`config.mk`:
```
export PLATFORM = sky130hd
export DESIGN_NAME = qcw_dist_lane
export DESIGN_NICKNAME = d
export VERILOG_FILES = /design/src/rtl/core/assert_macros.svh /design/src/rtl/core/qcw_pkg.sv /design/src/rtl/core/qcw_dist_lane.sv
export SDC_FILE = /design/constraint.sdc
export NUM_CORES = 2
export LEC_CHECK = 0
export ABC_AREA = 1
export BUFFER_PORTS_ARGS = -buffer_cell sky130_fd_sc_hd__buf_2
export CELL_PAD_IN_SITES_DETAIL_PLACEMENT = 1
export CELL_PAD_IN_SITES_GLOBAL_PLACEMENT = 1
export CORE_ASPECT_RATIO = 1.5
export CORE_MARGIN = 5
export CORE_UTILIZATION = 50
export CTS_BUF_LIST = sky130_fd_sc_hd__clkbuf_8
export DETAILED_ROUTE_END_ITERATION = 10
export PLACE_DENSITY_LB_ADDON = 0.1
export SETUP_SLACK_MARGIN = 0.15
export SLEW_MARGIN = 20
export SYNTH_ARGS = -nofsm -noshare
export SYNTH_HDL_FRONTEND = slang
export SYNTH_SLANG_ARGS = --single-unit
```
`constraint.sdc`:
```
create_clock -name clk_i -period 7.1 [get_ports clk_i]
set_input_delay 1.42 -clock clk_i [delete_from_list [all_inputs] [get_ports clk_i]]
set_output_delay 1.42 -clock clk_i [all_outputs]
set_load 0.005 [all_outputs]
```
`src/rtl/core/assert_macros.svh`:
```
// Assertion macros shared by the quad cell weight RTL.
// No dependencies; included by the files that carry concurrent assertions.
`ifndef ASSERT_MACROS_SVH
`define ASSERT_MACROS_SVH

// Check on every rising edge outside reset.
`define QCW_ASSERT(lbl, clk, rstn, prop) \
  lbl: assert property (@(posedge clk) disable iff (!(rstn)) (prop)) \
    else $error("qcw assertion failed");

// Check on every rising edge, reset included.
`define QCW_ASSERT_ALWAYS(lbl, clk, prop) \
  lbl: assert property (@(posedge clk) (prop)) \
    else $error("qcw assertion failed");

`endif

```
`src/rtl/core/qcw_pkg.sv`:
```
// Types, widths and helpers for the quad cell center and weight unit.
// No dependencies; compiled first.
package qcw_pkg;

  localparam int unsigned NODES   = 4;
  localparam int unsigned COORD_W = 24;
  localparam int unsigned SUM_W   = 26;   // sum of four coordinates
  localparam int unsigned DIFF_W  = 27;   // 4*corner - sum, signed
  localparam int unsigned MAG_W   = 26;   // magnitude of that difference
  localparam int unsigned SQ_W    = 52;
  localparam int unsigned DIST_W  = 53;   // squared distance, scaled by 16
  localparam int unsigned PAIR_W  = 2 * DIST_W;
  localparam int unsigned PROD_W  = 3 * DIST_W;
  localparam int unsigned TOT_W   = PROD_W + 2;
  localparam int unsigned WGT_W   = 17;
  localparam int unsigned QBITS   = 18;
  localparam int unsigned NUM_W   = TOT_W + QBITS + 1;
  localparam int unsigned LIMB_W  = 27;   // multiplier partial product operand
  localparam int unsigned ONE_Q16 = 65536;

  typedef logic signed [COORD_W-1:0] coord_t;
  typedef logic signed [SUM_W-1:0]   sum_t;
  typedef logic [DIST_W-1:0]         dist_t;
  typedef logic [WGT_W-1:0]          wgt_t;

  typedef struct packed {
    coord_t center_z;
    coord_t center_r;
    wgt_t   weight0;
    wgt_t   weight1;
    wgt_t   weight2;
    wgt_t   weight3;
    logic   degenerate;
  } res_t;

  // Equal share of one for k coinciding corners, rounded to nearest.
  function automatic wgt_t share_q16(input logic [2:0] k);
    unique case (k)
      3'd1:    return wgt_t'(ONE_Q16);
      3'd2:    return wgt_t'(ONE_Q16 / 2);
      3'd3:    return wgt_t'((2 * ONE_Q16 + 3) / 6);
      3'd4:    return wgt_t'(ONE_Q16 / 4);
      default: return '0;
    endcase
  endfunction

endpackage

```
`src/rtl/core/qcw_dist_lane.sv`:
```
// One corner lane: scaled squared distance of a corner to the cell mean.
// Depends on qcw_pkg. Three register stages, all advanced by en_i.
module qcw_dist_lane (
  input  logic           clk_i,
  input  logic           en_i,
  input  qcw_pkg::coord_t z_i,
  input  qcw_pkg::coord_t r_i,
  input  qcw_pkg::sum_t   sz_i,
  input  qcw_pkg::sum_t   sr_i,
  output qcw_pkg::dist_t  d_o,
  output logic            zero_o
);
  import qcw_pkg::*;

  logic [DIFF_W-1:0] dz, dr;
  logic [MAG_W-1:0]  uz_d, ur_d, uz_q, ur_q;
  logic [SQ_W-1:0]   sqz_d, sqr_d, sqz_q, sqr_q;
  dist_t             d_d, d_q;
  logic              zero_q;

  // 4*corner - sum never overflows 27 bits
  assign dz   = {z_i[COORD_W-1], z_i, 2'b00} - {sz_i[SUM_W-1], sz_i};
  assign dr   = {r_i[COORD_W-1], r_i, 2'b00} - {sr_i[SUM_W-1], sr_i};
  assign uz_d = dz[DIFF_W-1] ? MAG_W'(-dz) : dz[MAG_W-1:0];
  assign ur_d = dr[DIFF_W-1] ? MAG_W'(-dr) : dr[MAG_W-1:0];

  assign sqz_d = uz_q * uz_q;
  assign sqr_d = ur_q * ur_q;
  assign d_d   = DIST_W'(sqz_q) + DIST_W'(sqr_q);

  always_ff @(posedge clk_i) begin
    if (en_i) begin
      uz_q   <= uz_d;
      ur_q   <= ur_d;
      sqz_q  <= sqz_d;
      sqr_q  <= sqr_d;
      d_q    <= d_d;
      zero_q <= (d_d == '0);
    end
  end

  assign d_o    = d_q;
  assign zero_o = zero_q;

endmodule

```
==> out/summary.txt <==
R2R Setup Slk -> 0.29 ns
Setup CP Type -> flop to flop
Slew Limit Fails -> 0
die area -> 0.1171 mm²
reg2reg end -> sqr_q[45]$_DFFE_PP_
cell accounting for the most synthesized area -> fa_1
Finish-stage setup viols -> 0
Vias -> 45200
CP max stage cell -> fa_2
clock buffer depth -> 3
Post-Syn Area -> 0.05511 mm²
Rel. slew slack -> 33.37%
first drt pass iteration count -> 5
RR Startpoint -> ur_q[8]$_DFFE_PP_
IO buf count -> 155
Mapped Nets -> 8612
Synth top area share -> 37.20%
nets -> 8862
IO Pins -> 156
most used cell along the critical path -> inv_1
GP Congestion -> 0.9356
worst-skew pair later-pin latency -> 0.67 ns
fmax -> 0.1469 GHz
RSZ-0062 raised after global routing -> yes
GRT Resource Usage Total -> 29.79%
CP Launch Type -> flop
Synth Instances -> 6993
Inserted Clock Buffers -> 39
Via density -> 5.193
Hold Path Origin -> sqz_q[2]$_DFFE_PP_
worst hold path stage count -> 1
register area share after synthesis -> 11.33%
Yosys cell types -> 49
htree depth -> 2
first-pass GRT wire length -> 274300 µm
vias in the first global route -> 52920
clk_skew -> 0.06239 ns
share of post-route cells with drive strength above 1 -> 8.020%
Initial Utilization -> 50.19%
crit share post-route -> 95.87%
# rows -> 149
pin count of the biggest net entering global routing -> 134
most area-consuming cells after synthesis -> fa_1 37%, inv_1 15%, edfxtp_1 11%
slowest stage delay, CP -> 0.60 ns
Critical Path Fanout Max -> 5
slew of the pin with the lowest slew margin -> 0.9995 ns
R2R cell count -> 28
setup TNS -> 0 ns
final antenna-violating net count -> 0
Hold Path Class -> flop to flop
Syn. warnings -> 0
routed len/inst -> 19.76 µm
# fillers -> 13670
Hold EP -> d_o[2]$_DFFE_PP_
crit path capture type -> flop
max-cap viol count -> 0
CTS tree -> done
DRC violations left -> 0
DIE WIDTH -> 281.1 µm
DRT Wirelength -> 172000 µm
data required time of the critical path -> 7.44 ns
die height -> 416.6 µm
Synth-to-Final Area Change -> 9.172%
number of hold violations in the final report -> 0
core area -> 0.1098 mm²
arrival time at the worst endpoint -> 7.15 ns
DRT iter0 DRCs -> 1780
Yosys reg bits -> 208
clk root buf -> clkbuf_8
DP Wirelength -> 149700 µm
Mean Syn Cell Area -> 7.881 µm²
Reg clk slew, reported paths -> 0.06 ns
GRT overflow -> 0
clk sinks -> 208
antenna violations before repair -> 2
Final Critical Period -> 6.807 ns
status -> complete, no violations
==> routing by layer <==
metal	global-route usage [%]	up-vias	part of all wire, %
li1	-	20810	-
met3	2.556	528	2.7
met5	0	-	0.0093
met1	30.24	22900	35
met4	15.24	2	6.6
met2	59.43	964	56
==> area by class of cell <==
| cell class | count | area, µm² | area share, % |
|---|---|---|---|
| diodes | 2 | 5.005 | 0.008318 |
| well taps | 1434 | 1794 | 2.982 |
| clock buffers | 39 | 536.8 | 0.8921 |
| clock inverters | 28 | 195.2 | 0.3244 |
| inverters | 2188 | 8213 | 13.65 |
| repair buffers | 373 | 2781 | 4.623 |
| multi-input cells | 4433 | 40400 | 67.14 |
| flip-flops and latches | 208 | 6246 | 10.38 |
==> timing repair <==
| action | 4_1_cts | 5_1_grt |
|---|---|---|
| setup endpoints to repair | 16 | 48 |
| pin swaps | 0 | 10 |
| setup buffers | 37 | 13 |
| resized for setup | 10 | 114 |
| hold buffers | 0 | 0 |
==> per-stage QoR <==
stage / worst slack [ns] / hold WS [ns] / area, µm² / instances / util (%)
after floorplan: 0.7036 / 0.4244 / 55110 / 6993 / -
after global placement: -0.01803 / 0.5582 / 58570 / 8586 / 53.34
after detailed placement: -0.1251 / 0.6096 / 58570 / 8586 / 53.34
after CTS: 0.1509 / 0.6299 / 59660 / 8690 / 54.33
after global routing: 0.04795 / 0.6405 / 60170 / 8705 / 54.79
final: 0.2932 / 0.6215 / 60170 / 8705 / 54.79
==> state kept, by name, indices dropped and copies added (netlist names) <==
register	flops
ur_q	26
d_o	53
uz_q	26
zero_o	1
sqr_q	51
sqz_q	51
==> worst max-delay path by stage <==
stage                          endpoint  slack [ns]                from
finish              sqr_q[45]$_DFFE_PP_        0.29   ur_q[8]$_DFFE_PP_
global route        sqr_q[45]$_DFFE_PP_        0.05  ur_q[11]$_DFFE_PP_
CTS                 sqr_q[45]$_DFFE_PP_        0.15  ur_q[11]$_DFFE_PP_
detailed placement  sqr_q[45]$_DFFE_PP_       -0.13   ur_q[4]$_DFFE_PP_
global placement    sqr_q[45]$_DFFE_PP_       -0.02   ur_q[4]$_DFFE_PP_
floorplan           sqz_q[42]$_DFFE_PP_        0.70  uz_q[14]$_DFFE_PP_
==> critical path, delay by kind of cell, from the launching register on <==
family | cells | cell delay [ns]
AOI/OAI and AO/OA | 2 | 0.23
xor gates and xnor gates | 1 | 0.15
adders and majority gates | 8 | 4.15
buffers and inverters | 10 | 0.63
DFF | 1 | 0.54
and+or+nand+nor | 7 | 0.79
==> cell families (layout without fill, tap and decap cells) <==
| kind of cell | count (synthesis) | after routing | synth area share (%) |
|---|---|---|---|
| adder cells (fa/ha/maj) | 1517 | 1517 | 48.39 |
| AO/OA/AOI/OAI | 479 | 479 | 4.747 |
| buffers and inverters | 2352 | 2628 | 16.04 |
| AND/OR/NAND/NOR | 2255 | 2255 | 16.58 |
| flip-flops | 208 | 208 | 11.33 |
| XOR/XNOR | 182 | 182 | 2.906 |
| other | 0 | 2 | 0 |
==> synth_stat cells, drive strengths merged <==
| cell type | number |
|---|---|
| clkbuf | 156 |
| fa | 1024 |
| a31oi | 23 |
| or2 | 4 |
| and3 | 5 |
| o21bai | 23 |
| a21oi | 261 |
| o21a | 14 |
| o311a | 1 |
| nor3 | 28 |
| a211oi | 2 |
| a21o | 9 |
| o2111ai | 2 |
| inv | 2188 |
| ha | 493 |
| o221ai | 1 |
| nand3 | 167 |
| o31ai | 3 |
| nor2 | 363 |
| a21boi | 3 |
| xnor2 | 71 |
| nand2 | 1610 |
| and2 | 5 |
| nor4 | 9 |
| o211ai | 2 |
| a221oi | 1 |
| edfxtp | 208 |
| o21ai | 134 |
| buf | 8 |
| nand4 | 39 |
| nand3b | 25 |
| xor2 | 111 |
==> cells in the final DEF (no fill, tap or decap), drive strengths merged, types with 3 or more instances in the layout <==
cell	count
xnor2	71
a21oi	261
nand3	167
a31oi	23
inv	2198
fa	1024
and3	5
o21bai	23
a21boi	3
nor3	28
a21o	9
clkinv	12
xor2	111
o21ai	134
nand2	1610
buf	373
edfxtp	208
nor2	363
clkinvlp	4
ha	493
nor4	9
clkbuf	39
nand3b	25
o31ai	3
o21a	14
and2	5
or2	4
nand4	39
Power is left out: the tool's default activity adds up to more than one toggle a clock period on the data nets, which glitch-free logic cannot reach.
